### src/design/gopx_pkg.sv
`default_nettype none

package gopx_pkg;

   localparam int CSR_INDEX_W = 3;
   localparam int CSR_DATA_W  = 32;
   localparam int CELL_SIZE_W = 18;
   localparam int POS_W       = 32;

   localparam logic [CSR_INDEX_W-1:0] REG_COST_THRESHOLD = 3'd0;
   localparam logic [CSR_INDEX_W-1:0] REG_GRID_WIDTH     = 3'd1;
   localparam logic [CSR_INDEX_W-1:0] REG_CELL_SIZE      = 3'd2;
   localparam logic [CSR_INDEX_W-1:0] REG_ORIGIN_X       = 3'd3;
   localparam logic [CSR_INDEX_W-1:0] REG_ORIGIN_Y       = 3'd4;
   localparam logic [CSR_INDEX_W-1:0] REG_CLEAR_FRAMES   = 3'd5;

   localparam logic signed [7:0]   RST_COST_THRESHOLD = 8'sd65;
   localparam logic [10:0]         RST_GRID_WIDTH     = 11'd1024;
   localparam logic [17:0]         RST_CELL_SIZE      = 18'd3277;
   localparam logic [3:0]          RST_CLEAR_FRAMES   = 4'd5;

   // Cost code for a cell of unknown occupancy
   localparam logic signed [7:0]   COST_UNKNOWN = -8'sd1;

   typedef enum logic [1:0] {
      KIND_POINT       = 2'd0,
      KIND_FRAME_HIT   = 2'd1,
      KIND_FRAME_EMPTY = 2'd2,
      KIND_CLEAR_ALL   = 2'd3
   } kind_type;

   typedef struct packed {
      logic signed [7:0]  cost_threshold;
      logic [10:0]        grid_width;
      logic [17:0]        cell_size;
      logic signed [31:0] origin_x;
      logic signed [31:0] origin_y;
      logic [3:0]         clear_frames;
   } cfg_type;

   typedef struct packed {
      logic       hit;
      logic       last;
      kind_type   status;
      logic [3:0] count;
   } stage_type;

endpackage

`default_nettype wire

### src/design/gopx_if.sv
`default_nettype none

interface gopx_req_if;
   logic              valid;
   logic              ready;
   logic signed [7:0] cost_value;
   logic              frame_end;

   modport source (output valid, cost_value, frame_end, input ready);
   modport sink   (input valid, cost_value, frame_end, output ready);
endinterface

interface gopx_rsp_if;
   logic               valid;
   logic               ready;
   logic [1:0]         kind;
   logic signed [31:0] x_pos;
   logic signed [31:0] y_pos;
   logic [3:0]         empty_count;
   logic               run_last;

   modport source (output valid, kind, x_pos, y_pos, empty_count, run_last, input ready);
   modport sink   (input valid, kind, x_pos, y_pos, empty_count, run_last, output ready);
endinterface

interface gopx_csr_if;
   logic                              valid;
   logic                              ready;
   logic [gopx_pkg::CSR_INDEX_W-1:0]  index;
   logic [gopx_pkg::CSR_DATA_W-1:0]   wdata;

   modport source (output valid, index, wdata, input ready);
   modport sink   (input valid, index, wdata, output ready);
endinterface

`default_nettype wire

### src/design/grid_obstacle_point_extractor_core.sv
`default_nettype none

// Grid obstacle point extractor. Feed occupancy-grid cells in row-major order,
// one signed cost per req transaction, with frame_end set on the last cell of
// a frame. A cell whose cost is strictly above cost_threshold (the unknown
// cost -1 never counts) yields a kind 0 point at the cell centre,
// origin + (index + 0.5) * cell_size, signed Q15.16, saturated. The last cell
// of a frame yields one status after any point of its own: kind 1 when the
// frame had obstacles, kind 2 with the running empty-frame count, or kind 3
// (clear-all) when clear_frames consecutive empty frames have been seen.
// run_last marks the final rsp transaction caused by each cell. Throughput is
// one cell per clock while the result side keeps up; the single result
// register sets the output side at one result per clock, so a last cell that
// is also an obstacle sends its point and then its status, holding req ready
// low while the point goes out. The edge that accepts the req transaction
// loads the scan stage (counters, classification, centre multipliers);
// the result register then loads through the centre adders and saturation
// once the output is free. Write the csr registers only while no cell is
// in flight; origin_x and origin_y are normally rewritten between frames.

module grid_obstacle_point_extractor_core #(
   parameter int MAX_WIDTH  = 1024,
   parameter int MAX_HEIGHT = 1024
) (
   input  logic       clock,
   input  logic       reset,
   gopx_req_if.sink   req_link,
   gopx_rsp_if.source rsp_link,
   gopx_csr_if.sink   csr_link
);

   localparam int PX_W = $clog2(MAX_WIDTH) + 1 + gopx_pkg::CELL_SIZE_W;
   localparam int PY_W = $clog2(MAX_HEIGHT) + 1 + gopx_pkg::CELL_SIZE_W;

   gopx_pkg::cfg_type   cfg;
   gopx_pkg::stage_type stage;
   logic                stage_valid;
   logic                release_stage;
   logic [PX_W-1:0]     prod_x;
   logic [PY_W-1:0]     prod_y;

   // Register file: always ready, writes land at the next edge
   gopx_csr u_csr (
      .clock (clock),
      .reset (reset),
      .csr   (csr_link),
      .cfg   (cfg)
   );

   // Track cell position and frame state, classify the cell, and
   // register the centre products
   gopx_scan #(
      .MAX_WIDTH  (MAX_WIDTH),
      .MAX_HEIGHT (MAX_HEIGHT)
   ) u_scan (
      .clock         (clock),
      .reset         (reset),
      .cfg           (cfg),
      .req           (req_link),
      .release_stage (release_stage),
      .stage_valid   (stage_valid),
      .stage         (stage),
      .prod_x        (prod_x),
      .prod_y        (prod_y)
   );

   // Finish the centre, sequence point and status, drive the result register
   gopx_place #(
      .PX_W (PX_W),
      .PY_W (PY_W)
   ) u_place (
      .clock         (clock),
      .reset         (reset),
      .cfg           (cfg),
      .stage_valid   (stage_valid),
      .stage         (stage),
      .prod_x        (prod_x),
      .prod_y        (prod_y),
      .release_stage (release_stage),
      .rsp           (rsp_link)
   );

   // Only a point can be followed by another result of the same cell
   a_mid_is_point: assert property (@(posedge clock) disable iff (reset)
      rsp_link.valid && !rsp_link.run_last |-> rsp_link.kind == gopx_pkg::KIND_POINT)
      else $error("non-final result is not a point");

   // Frame status carries no position
   a_status_zero_pos: assert property (@(posedge clock) disable iff (reset)
      rsp_link.valid && rsp_link.kind != gopx_pkg::KIND_POINT |->
         rsp_link.x_pos == 32'sd0 && rsp_link.y_pos == 32'sd0)
      else $error("frame status with nonzero position");

   // An empty-frame status always reports at least one empty frame
   a_empty_count: assert property (@(posedge clock) disable iff (reset)
      rsp_link.valid && rsp_link.kind == gopx_pkg::KIND_FRAME_EMPTY |->
         rsp_link.empty_count != 4'd0)
      else $error("empty frame status with zero count");

   // A held stage blocks new cells
   a_stage_blocks: assert property (@(posedge clock) disable iff (reset)
      stage_valid && !release_stage |-> !req_link.ready)
      else $error("cell accepted over a held stage");

endmodule

`default_nettype wire

### src/design/gopx_csr.sv
`default_nettype none

module gopx_csr (
   input  logic              clock,
   input  logic              reset,
   gopx_csr_if.sink          csr,
   output gopx_pkg::cfg_type cfg
);

   gopx_pkg::cfg_type cfg_ff;
   gopx_pkg::cfg_type cfg_in;

   assign csr.ready = 1'b1;
   assign cfg       = cfg_ff;

   always_comb begin
      cfg_in = cfg_ff;
      if (csr.valid) begin
         case (csr.index)
            gopx_pkg::REG_COST_THRESHOLD: cfg_in.cost_threshold = csr.wdata[7:0];
            gopx_pkg::REG_GRID_WIDTH:     cfg_in.grid_width     = csr.wdata[10:0];
            gopx_pkg::REG_CELL_SIZE:      cfg_in.cell_size      = csr.wdata[17:0];
            gopx_pkg::REG_ORIGIN_X:       cfg_in.origin_x       = csr.wdata;
            gopx_pkg::REG_ORIGIN_Y:       cfg_in.origin_y       = csr.wdata;
            gopx_pkg::REG_CLEAR_FRAMES:   cfg_in.clear_frames   = csr.wdata[3:0];
            default: begin
               // drop writes to unmapped indexes
            end
         endcase
      end
   end

   always_ff @(posedge clock) begin
      if (reset) begin
         cfg_ff.cost_threshold <= gopx_pkg::RST_COST_THRESHOLD;
         cfg_ff.grid_width     <= gopx_pkg::RST_GRID_WIDTH;
         cfg_ff.cell_size      <= gopx_pkg::RST_CELL_SIZE;
         cfg_ff.origin_x       <= '0;
         cfg_ff.origin_y       <= '0;
         cfg_ff.clear_frames   <= gopx_pkg::RST_CLEAR_FRAMES;
      end else begin
         cfg_ff <= cfg_in;
      end
   end

endmodule

`default_nettype wire

### src/design/gopx_scan.sv
`default_nettype none

module gopx_scan #(
   parameter int MAX_WIDTH  = 1024,
   parameter int MAX_HEIGHT = 1024
) (
   input  logic                clock,
   input  logic                reset,
   input  gopx_pkg::cfg_type   cfg,
   gopx_req_if.sink            req,
   input  logic                release_stage,
   output logic                stage_valid,
   output gopx_pkg::stage_type stage,
   output logic [$clog2(MAX_WIDTH)+gopx_pkg::CELL_SIZE_W:0]  prod_x,
   output logic [$clog2(MAX_HEIGHT)+gopx_pkg::CELL_SIZE_W:0] prod_y
);

   localparam int COL_W = $clog2(MAX_WIDTH);
   localparam int ROW_W = $clog2(MAX_HEIGHT);
   localparam int PX_W  = COL_W + 1 + gopx_pkg::CELL_SIZE_W;
   localparam int PY_W  = ROW_W + 1 + gopx_pkg::CELL_SIZE_W;
   localparam int CMP_W = (COL_W + 1 > 12) ? COL_W + 1 : 12;
   localparam int RW1   = ROW_W + 1;

   logic [COL_W-1:0]    column_ff, column_in;
   logic [ROW_W-1:0]    row_ff, row_in;
   logic                obstacle_ff, obstacle_in;
   logic [3:0]          empty_run_ff, empty_run_in;
   logic                stage_valid_ff, stage_valid_in;
   gopx_pkg::stage_type stage_ff, stage_in;
   logic [PX_W-1:0]     prod_x_ff;
   logic [PY_W-1:0]     prod_y_ff;

   logic                accept;
   logic                hit;
   logic                obstacle_now;
   logic [3:0]          run_inc;
   logic [3:0]          clear_lim;
   logic [CMP_W-1:0]    width_raw;
   logic [CMP_W-1:0]    width_eff;
   logic [CMP_W-1:0]    column_inc;
   logic [RW1-1:0]      row_inc;

   assign req.ready   = !stage_valid_ff || release_stage;
   assign accept      = req.valid && req.ready;
   assign stage_valid = stage_valid_ff;
   assign stage       = stage_ff;
   assign prod_x      = prod_x_ff;
   assign prod_y      = prod_y_ff;

   // Unknown cells never qualify, whatever the threshold
   assign hit = (req.cost_value > cfg.cost_threshold) &&
                (req.cost_value != gopx_pkg::COST_UNKNOWN);
   assign obstacle_now = obstacle_ff || hit;
   assign run_inc      = empty_run_ff + 4'd1;
   assign clear_lim    = (cfg.clear_frames == 4'd0) ? 4'd1 : cfg.clear_frames;

   assign width_raw = CMP_W'(cfg.grid_width);
   always_comb begin
      if (width_raw == '0) begin
         width_eff = CMP_W'(1);
      end else if (width_raw > CMP_W'(MAX_WIDTH)) begin
         width_eff = CMP_W'(MAX_WIDTH);
      end else begin
         width_eff = width_raw;
      end
   end

   assign column_inc = CMP_W'(column_ff) + CMP_W'(1);
   assign row_inc    = RW1'(row_ff) + RW1'(1);

   always_comb begin
      column_in      = column_ff;
      row_in         = row_ff;
      obstacle_in    = obstacle_ff;
      empty_run_in   = empty_run_ff;
      stage_valid_in = release_stage ? 1'b0 : stage_valid_ff;
      stage_in       = stage_ff;

      if (accept) begin
         stage_valid_in  = hit || req.frame_end;
         stage_in.hit    = hit;
         stage_in.last   = req.frame_end;
         stage_in.status = gopx_pkg::KIND_FRAME_HIT;
         stage_in.count  = 4'd0;
         obstacle_in     = obstacle_now;

         if (req.frame_end) begin
            if (obstacle_now) begin
               empty_run_in = 4'd0;
            end else if (run_inc >= clear_lim) begin
               stage_in.status = gopx_pkg::KIND_CLEAR_ALL;
               empty_run_in    = 4'd0;
            end else begin
               stage_in.status = gopx_pkg::KIND_FRAME_EMPTY;
               stage_in.count  = run_inc;
               empty_run_in    = run_inc;
            end
            column_in   = '0;
            row_in      = '0;
            obstacle_in = 1'b0;
         end else if (column_inc >= width_eff) begin
            column_in = '0;
            row_in    = (row_inc >= RW1'(MAX_HEIGHT)) ? '0 : row_inc[ROW_W-1:0];
         end else begin
            column_in = column_inc[COL_W-1:0];
         end
      end
   end

   always_ff @(posedge clock) begin
      if (reset) begin
         column_ff      <= '0;
         row_ff         <= '0;
         obstacle_ff    <= 1'b0;
         empty_run_ff   <= '0;
         stage_valid_ff <= 1'b0;
      end else begin
         column_ff      <= column_in;
         row_ff         <= row_in;
         obstacle_ff    <= obstacle_in;
         empty_run_ff   <= empty_run_in;
         stage_valid_ff <= stage_valid_in;
      end
   end

   // Cell centre times two: (2*index+1) * cell_size, from the counters as held
   always_ff @(posedge clock) begin
      stage_ff <= stage_in;
      if (accept) begin
         prod_x_ff <= PX_W'({column_ff, 1'b1}) * PX_W'(cfg.cell_size);
         prod_y_ff <= PY_W'({row_ff, 1'b1}) * PY_W'(cfg.cell_size);
      end
   end

endmodule

`default_nettype wire

### src/design/gopx_centre.sv
`default_nettype none

module gopx_centre #(
   parameter int PROD_W = 29
) (
   input  logic signed [gopx_pkg::POS_W-1:0] origin,
   input  logic [PROD_W-1:0]                 prod,
   output logic signed [gopx_pkg::POS_W-1:0] pos
);

   localparam int SUM_W = ((PROD_W > gopx_pkg::POS_W) ? PROD_W : gopx_pkg::POS_W) + 2;
   localparam logic signed [SUM_W-1:0] POS_MAX = SUM_W'(2147483647);
   localparam logic signed [SUM_W-1:0] POS_MIN = -POS_MAX - SUM_W'(1);

   logic [PROD_W:0]          off_full;
   logic [SUM_W-1:0]         off_ext;
   logic signed [SUM_W-1:0]  origin_ext;
   logic signed [SUM_W-1:0]  sum;

   // Halve with round half up
   assign off_full   = {1'b0, prod} + {{PROD_W{1'b0}}, 1'b1};
   assign off_ext    = SUM_W'(off_full[PROD_W:1]);
   assign origin_ext = SUM_W'(origin);
   assign sum        = origin_ext + $signed(off_ext);

   always_comb begin
      if (sum > POS_MAX) begin
         pos = 32'sh7FFF_FFFF;
      end else if (sum < POS_MIN) begin
         pos = 32'sh8000_0000;
      end else begin
         pos = sum[gopx_pkg::POS_W-1:0];
      end
   end

endmodule

`default_nettype wire

### src/design/gopx_place.sv
`default_nettype none

module gopx_place #(
   parameter int PX_W = 29,
   parameter int PY_W = 29
) (
   input  logic                clock,
   input  logic                reset,
   input  gopx_pkg::cfg_type   cfg,
   input  logic                stage_valid,
   input  gopx_pkg::stage_type stage,
   input  logic [PX_W-1:0]     prod_x,
   input  logic [PY_W-1:0]     prod_y,
   output logic                release_stage,
   gopx_rsp_if.source          rsp
);

   logic               rsp_valid_ff, rsp_valid_in;
   logic               point_sent_ff, point_sent_in;
   logic [1:0]         kind_ff, kind_in;
   logic signed [31:0] x_ff, x_in;
   logic signed [31:0] y_ff, y_in;
   logic [3:0]         count_ff, count_in;
   logic               last_ff, last_in;

   logic               out_free;
   logic               send;
   logic               emit_point;
   logic signed [31:0] centre_x;
   logic signed [31:0] centre_y;

   gopx_centre #(.PROD_W(PX_W)) u_centre_x (
      .origin (cfg.origin_x),
      .prod   (prod_x),
      .pos    (centre_x)
   );

   gopx_centre #(.PROD_W(PY_W)) u_centre_y (
      .origin (cfg.origin_y),
      .prod   (prod_y),
      .pos    (centre_y)
   );

   assign out_free      = !rsp_valid_ff || rsp.ready;
   assign send          = stage_valid && out_free;
   assign emit_point    = stage.hit && !point_sent_ff;
   // Hold the stage when its point goes out ahead of the frame status
   assign release_stage = send && !(emit_point && stage.last);

   always_comb begin
      rsp_valid_in  = rsp.ready ? 1'b0 : rsp_valid_ff;
      point_sent_in = point_sent_ff;
      kind_in       = kind_ff;
      x_in          = x_ff;
      y_in          = y_ff;
      count_in      = count_ff;
      last_in       = last_ff;
      if (send) begin
         rsp_valid_in  = 1'b1;
         point_sent_in = !release_stage;
         if (emit_point) begin
            kind_in  = gopx_pkg::KIND_POINT;
            x_in     = centre_x;
            y_in     = centre_y;
            count_in = 4'd0;
            last_in  = !stage.last;
         end else begin
            kind_in  = stage.status;
            x_in     = '0;
            y_in     = '0;
            count_in = stage.count;
            last_in  = 1'b1;
         end
      end
   end

   always_ff @(posedge clock) begin
      if (reset) begin
         rsp_valid_ff  <= 1'b0;
         point_sent_ff <= 1'b0;
      end else begin
         rsp_valid_ff  <= rsp_valid_in;
         point_sent_ff <= point_sent_in;
      end
   end

   always_ff @(posedge clock) begin
      kind_ff  <= kind_in;
      x_ff     <= x_in;
      y_ff     <= y_in;
      count_ff <= count_in;
      last_ff  <= last_in;
   end

   assign rsp.valid       = rsp_valid_ff;
   assign rsp.kind        = kind_ff;
   assign rsp.x_pos       = x_ff;
   assign rsp.y_pos       = y_ff;
   assign rsp.empty_count = count_ff;
   assign rsp.run_last    = last_ff;

endmodule

`default_nettype wire

### src/flat_wrapper.sv
// flat-port wrapper written by rule: the top's interface ports become plain ports
module grid_obstacle_point_extractor_core_flat 
#(
   parameter int MAX_WIDTH  = 1024,
   parameter int MAX_HEIGHT = 1024
)
  (clock, reset, req_link_valid, req_link_cost_value, req_link_frame_end, req_link_ready, rsp_link_valid, rsp_link_kind, rsp_link_x_pos, rsp_link_y_pos, rsp_link_empty_count, rsp_link_run_last, rsp_link_ready, csr_link_valid, csr_link_index, csr_link_wdata, csr_link_ready);
  gopx_req_if req_link_i ();
  gopx_rsp_if rsp_link_i ();
  gopx_csr_if csr_link_i ();
  input  logic clock;
  input  logic reset;
  input wire logic [$bits(req_link_i.valid)-1:0] req_link_valid;
  input wire logic [$bits(req_link_i.cost_value)-1:0] req_link_cost_value;
  input wire logic [$bits(req_link_i.frame_end)-1:0] req_link_frame_end;
  output wire logic [$bits(req_link_i.ready)-1:0] req_link_ready;
  output wire logic [$bits(rsp_link_i.valid)-1:0] rsp_link_valid;
  output wire logic [$bits(rsp_link_i.kind)-1:0] rsp_link_kind;
  output wire logic [$bits(rsp_link_i.x_pos)-1:0] rsp_link_x_pos;
  output wire logic [$bits(rsp_link_i.y_pos)-1:0] rsp_link_y_pos;
  output wire logic [$bits(rsp_link_i.empty_count)-1:0] rsp_link_empty_count;
  output wire logic [$bits(rsp_link_i.run_last)-1:0] rsp_link_run_last;
  input wire logic [$bits(rsp_link_i.ready)-1:0] rsp_link_ready;
  input wire logic [$bits(csr_link_i.valid)-1:0] csr_link_valid;
  input wire logic [$bits(csr_link_i.index)-1:0] csr_link_index;
  input wire logic [$bits(csr_link_i.wdata)-1:0] csr_link_wdata;
  output wire logic [$bits(csr_link_i.ready)-1:0] csr_link_ready;
  assign req_link_i.valid = req_link_valid;
  assign req_link_i.cost_value = req_link_cost_value;
  assign req_link_i.frame_end = req_link_frame_end;
  assign req_link_ready = req_link_i.ready;
  assign rsp_link_valid = rsp_link_i.valid;
  assign rsp_link_kind = rsp_link_i.kind;
  assign rsp_link_x_pos = rsp_link_i.x_pos;
  assign rsp_link_y_pos = rsp_link_i.y_pos;
  assign rsp_link_empty_count = rsp_link_i.empty_count;
  assign rsp_link_run_last = rsp_link_i.run_last;
  assign rsp_link_i.ready = rsp_link_ready;
  assign csr_link_i.valid = csr_link_valid;
  assign csr_link_i.index = csr_link_index;
  assign csr_link_i.wdata = csr_link_wdata;
  assign csr_link_ready = csr_link_i.ready;
  grid_obstacle_point_extractor_core #(.MAX_WIDTH(MAX_WIDTH), .MAX_HEIGHT(MAX_HEIGHT)) u_core (.clock(clock), .reset(reset), .req_link(req_link_i), .rsp_link(rsp_link_i), .csr_link(csr_link_i));
endmodule
### config.mk
export PLATFORM = sky130hd
export DESIGN_NAME = grid_obstacle_point_extractor_core_flat
export DESIGN_NICKNAME = d
export VERILOG_FILES = /design/src/design/gopx_pkg.sv /design/src/design/gopx_if.sv /design/src/design/grid_obstacle_point_extractor_core.sv /design/src/design/gopx_csr.sv /design/src/design/gopx_scan.sv /design/src/design/gopx_centre.sv /design/src/design/gopx_place.sv /design/src/flat_wrapper.sv
export SDC_FILE = /design/constraint.sdc
export NUM_CORES = 1
export LEC_CHECK = 0
export CAP_MARGIN = 30
export CORE_UTILIZATION = 57
export CTS_BUF_LIST = sky130_fd_sc_hd__clkbuf_8
export CTS_CLUSTER_SIZE = 40
export DETAILED_ROUTE_END_ITERATION = 16
export DONT_BUFFER_PORTS = 1
export GPL_ROUTABILITY_DRIVEN = 0
export PLACE_DENSITY_LB_ADDON = 0.05
export SLEW_MARGIN = 20
export SYNTH_ARGS = -nofsm -noshare
export SYNTH_HDL_FRONTEND = slang
export SYNTH_HIERARCHICAL = 1
export SYNTH_SLANG_ARGS = --single-unit
export TNS_END_PERCENT = 100
### constraint.sdc
create_clock -name clock -period 8.1 [get_ports clock]
set_clock_uncertainty 0.15 [all_clocks]
set_input_delay 0.405 -clock clock [delete_from_list [all_inputs] [get_ports clock]]
set_output_delay 0.405 -clock clock [all_outputs]
set_load 0.01 [all_outputs]
==> impl_metrics.ini <==
[grt]
grt_usage_pct = 28.5
grt_pass1_wl_mm = 113
grt_pass1_vias = 21287
antenna_found_initial = 1
grt_start_max_net_pins = 150
overflow = 0

[timing]
tightest_slew_ns = 1.02
rsz0062_at_grt = false
post-route-min-period_ns = 6.41
finalCritPeriodShare_pct = 79.2
hold_viol_final = 0
setup_tns_ns = 0
fmax_ghz = 0.156
max_slew_margin_pct = 31.9
drv_slew = 0
fin_hold_ws_ns = 0.0319
setup_viol_count_final = 0

[clock_tree]
cts_tree = done
clock_sinks = 269
cts_setup_buffers = 0
cts_buffer_depth = 3
cts_made_buffers = 49
cts_root_buffer = clkbuf_8
clk_latency_ns = 0.60
htreeDepth = 2
path_clk_slew_ns = 0.08

[detailed_routing]
wl_per_cell_um = 19.0
drc = 0
wl_met2_mm = 33.1
maxUsedRoutingLayer = met4
wl_met3_mm = 3.80
antenna_left = 0
drt_iter0_drc = 1632
via_per_inst = 5.70
drt-total-wl_mm = 71.0
firstDrtPassIters = 6
drt-met1-wl_mm = 31.8
dr_total_vias = 21306

[worst_setup_path]
crit_path_frequent_cell = fa_1
ff2ff_path_depth = 19
crit_type = flop to flop
critPathCaptureType = flop
worstPathMaxFanout = 22
cp.required_ns = 8.27
arrival_ns = 6.58
cp_slowest_cell = dfxtp_1
rrSetupSlack_ns = 1.69
cp_slowest_stage_delay_ns = 0.95
crit_chain = nand2_1 -> fa_1 -> inv_1 -> fa_1 -> fa_1 -> fa_1 -> inv_1 -> fa_1 -> inv_1 -> ha_1 -> nand2_1 -> nor3_1 -> a21oi_1 -> o221ai_1 -> o21ai_1 -> o2bb2ai_1 -> o2111ai_1 -> a21oi_1 -> xnor2_1
worst_setup_path_start_kind = flop

[final_layout]
fin_nets = 3589
final_layout_size_suffix_gt1_share_pct = 4.72
fin_util_pct = 61.6
syn_to_final_growth_pct = 7.08
fillers = 4252

[placement]
hpwl_mm = 53.4
port_buffers = 0

[logic_synthesis]
synth_cell_types = 86
yosys-top-cells-count = 398 x inv_1, 315 x nand2_1, 288 x fa_1
syn_avg_cell_area_sq_um = 9.19
ys.flop_type = edfxtp_1
synth_area_leader_cell = fa_1
yosysSeqAreaShare_pct = 24.0
synth.top_cell.area_share_pct = 20.5
synth.most_common_cell = inv_1
ys_seq_elements = 269
synthesis.nets = 3618
synth_edf_count = 136
synthTopCellsByArea = fa_1 21%, edfxtp_1 15%, ha_1 9.9%
synthCells = 3059
synth_warnings = 6
netlist_area_sq_um = 28100
ys_async_sr_fraction_pct = 0

[power]
ir_drop_mv = 0.106
leakage_nw = 14.2
p_per_area_nw_per_um2 = 115

[job]
cap_violations = 0

[die]
ios = 123
die_w_um = 224
core_sq_um = 48800
rows = 81
die_y_um = 224
start_util_pct = 57.6
die-area_sq_um = 50200

[worst_hold_path]
hold_path_class = input port to flop
hold_depth = 2

[outcome]
run_status = completed
## state kept, by name (all words and copies together) (netlist names), 8 cells and up
signal / cells
u_core/u_scan/column_ff: 10
u_core/u_scan/row_ff: 10
u_core/u_scan/stage: 8
u_core/u_place/rsp.x_pos: 32
u_core/u_place/rsp.y_pos: 32
u_core/u_scan/prod_x: 29
u_core/u_csr/cfg: 105
u_core/u_scan/prod_y: 28
## where the power goes
part / internal [W] / switching, W
Sequential: 0.00152 / 0.0000684
Combinational: 0.000197 / 0.000295
Clock: 0.000784 / 0.000613
Total: 0.00250 / 0.000976
## kinds of logic (layout without fill, tap and decap cells)
logic type,after synthesis,after routing,share of synthesized area [%]
compound gates,432,432,9.86
xor+xnor,165,165,5.14
fa+ha+maj,510,510,30.4
buf+inv,553,565,7.80
flops,269,269,24.0
mux,108,108,3.84
other cells,1,2,0.0133
simple gates,1021,1021,19.0
## cell usage in the layout (no fill, tap or decap), types with 5 or more instances in the layout
master | Yosys | final
a21boi_0 | 7 | 7
nand3_1 | 55 | 55
dlygate4sd3_1 | 0 | 38
o21ai_1 | 18 | 18
o31ai_1 | 6 | 5
inv_1 | 398 | 412
clkinv_1 | 2 | 6
a21oi_1 | 147 | 147
o21a_1 | 16 | 16
clkinv_2 | 0 | 6
and4_1 | 6 | 6
o21ai_0 | 81 | 81
dfxtp_1 | 133 | 133
ha_1 | 222 | 222
buf_4 | 9 | 22
and3_1 | 35 | 35
nand4_1 | 37 | 37
o21bai_1 | 17 | 17
edfxtp_1 | 136 | 136
mux2i_1 | 108 | 108
nand2_1 | 315 | 315
o211ai_1 | 11 | 11
and2_1 | 235 | 235
buf_8 | 0 | 5
a31oi_1 | 10 | 10
fa_1 | 288 | 288
nor4_1 | 8 | 8
nor2_1 | 110 | 109
nor2b_1 | 25 | 25
a21o_1 | 39 | 39
clkbuf_8 | 0 | 58
nand2b_1 | 146 | 146
nor3_1 | 17 | 17
xor2_1 | 55 | 55
or3_1 | 6 | 6
xnor2_1 | 110 | 110
a211oi_1 | 15 | 15
## final timing paths
check / from / endpoint
min reg2reg: u_core/u_csr/cfg[99] / u_core/u_csr/cfg[99]
min: csr_link_wdata[16] / u_core/u_csr/cfg[84]
max reg2reg: u_core/u_scan/column_ff[4] / u_core/u_scan/prod_x[28]
max: u_core/u_scan/column_ff[4] / u_core/u_scan/prod_x[28]
## metrics by stage
stage	std cells	setup WS, ns	area, sq um	power, W
3_3_place_gp	3593	1.82	28500	0.00205
6_report	3736	1.69	30100	0.00347
3_5_place_dp	3597	1.77	28500	0.00207
5_1_grt	3736	1.23	30100	0.00362
2_1_floorplan	3059	0.996	28100	0.00195
4_1_cts	3727	1.72	30000	0.00350
## worst max-delay path, delay by kind of cell (launching register included)
family | cells | cell delay (ns)
xor gates and xnor gates | 1 | 0.13
AOI/OAI and AO/OA | 6 | 1.07
and+or+nand+nor | 3 | 0.62
buffers and inverters | 3 | 0.15
adders and majority gates | 6 | 3.05
DFF | 1 | 0.95
## metal layers
metal  track usage (%)  vias to the layer above
li1                  -                     9941
met1              39.3                    10596
met2              46.7                      630
met3              3.31                      139
met4              9.72                        0
met5                 0                        -
## what timing repair did
item,CTS,global route
gates resized for setup,0,0
hold buffers,38,1
endpoints found under the hold margin,132,3
## layout make-up
type | count | area (sq um) | area share, %
timing repair buffer | 72 | 741 | 2.46
clock buffer | 58 | 798 | 2.65
clock inverter | 34 | 263 | 0.873
antenna | 1 | 2.50 | 0.00831
tap | 664 | 831 | 2.76
multi-input combinational | 2237 | 19200 | 63.8
sequential | 269 | 6750 | 22.4
inverter | 401 | 1510 | 5.00
Note: power is estimated with default switching activity, not from simulation.
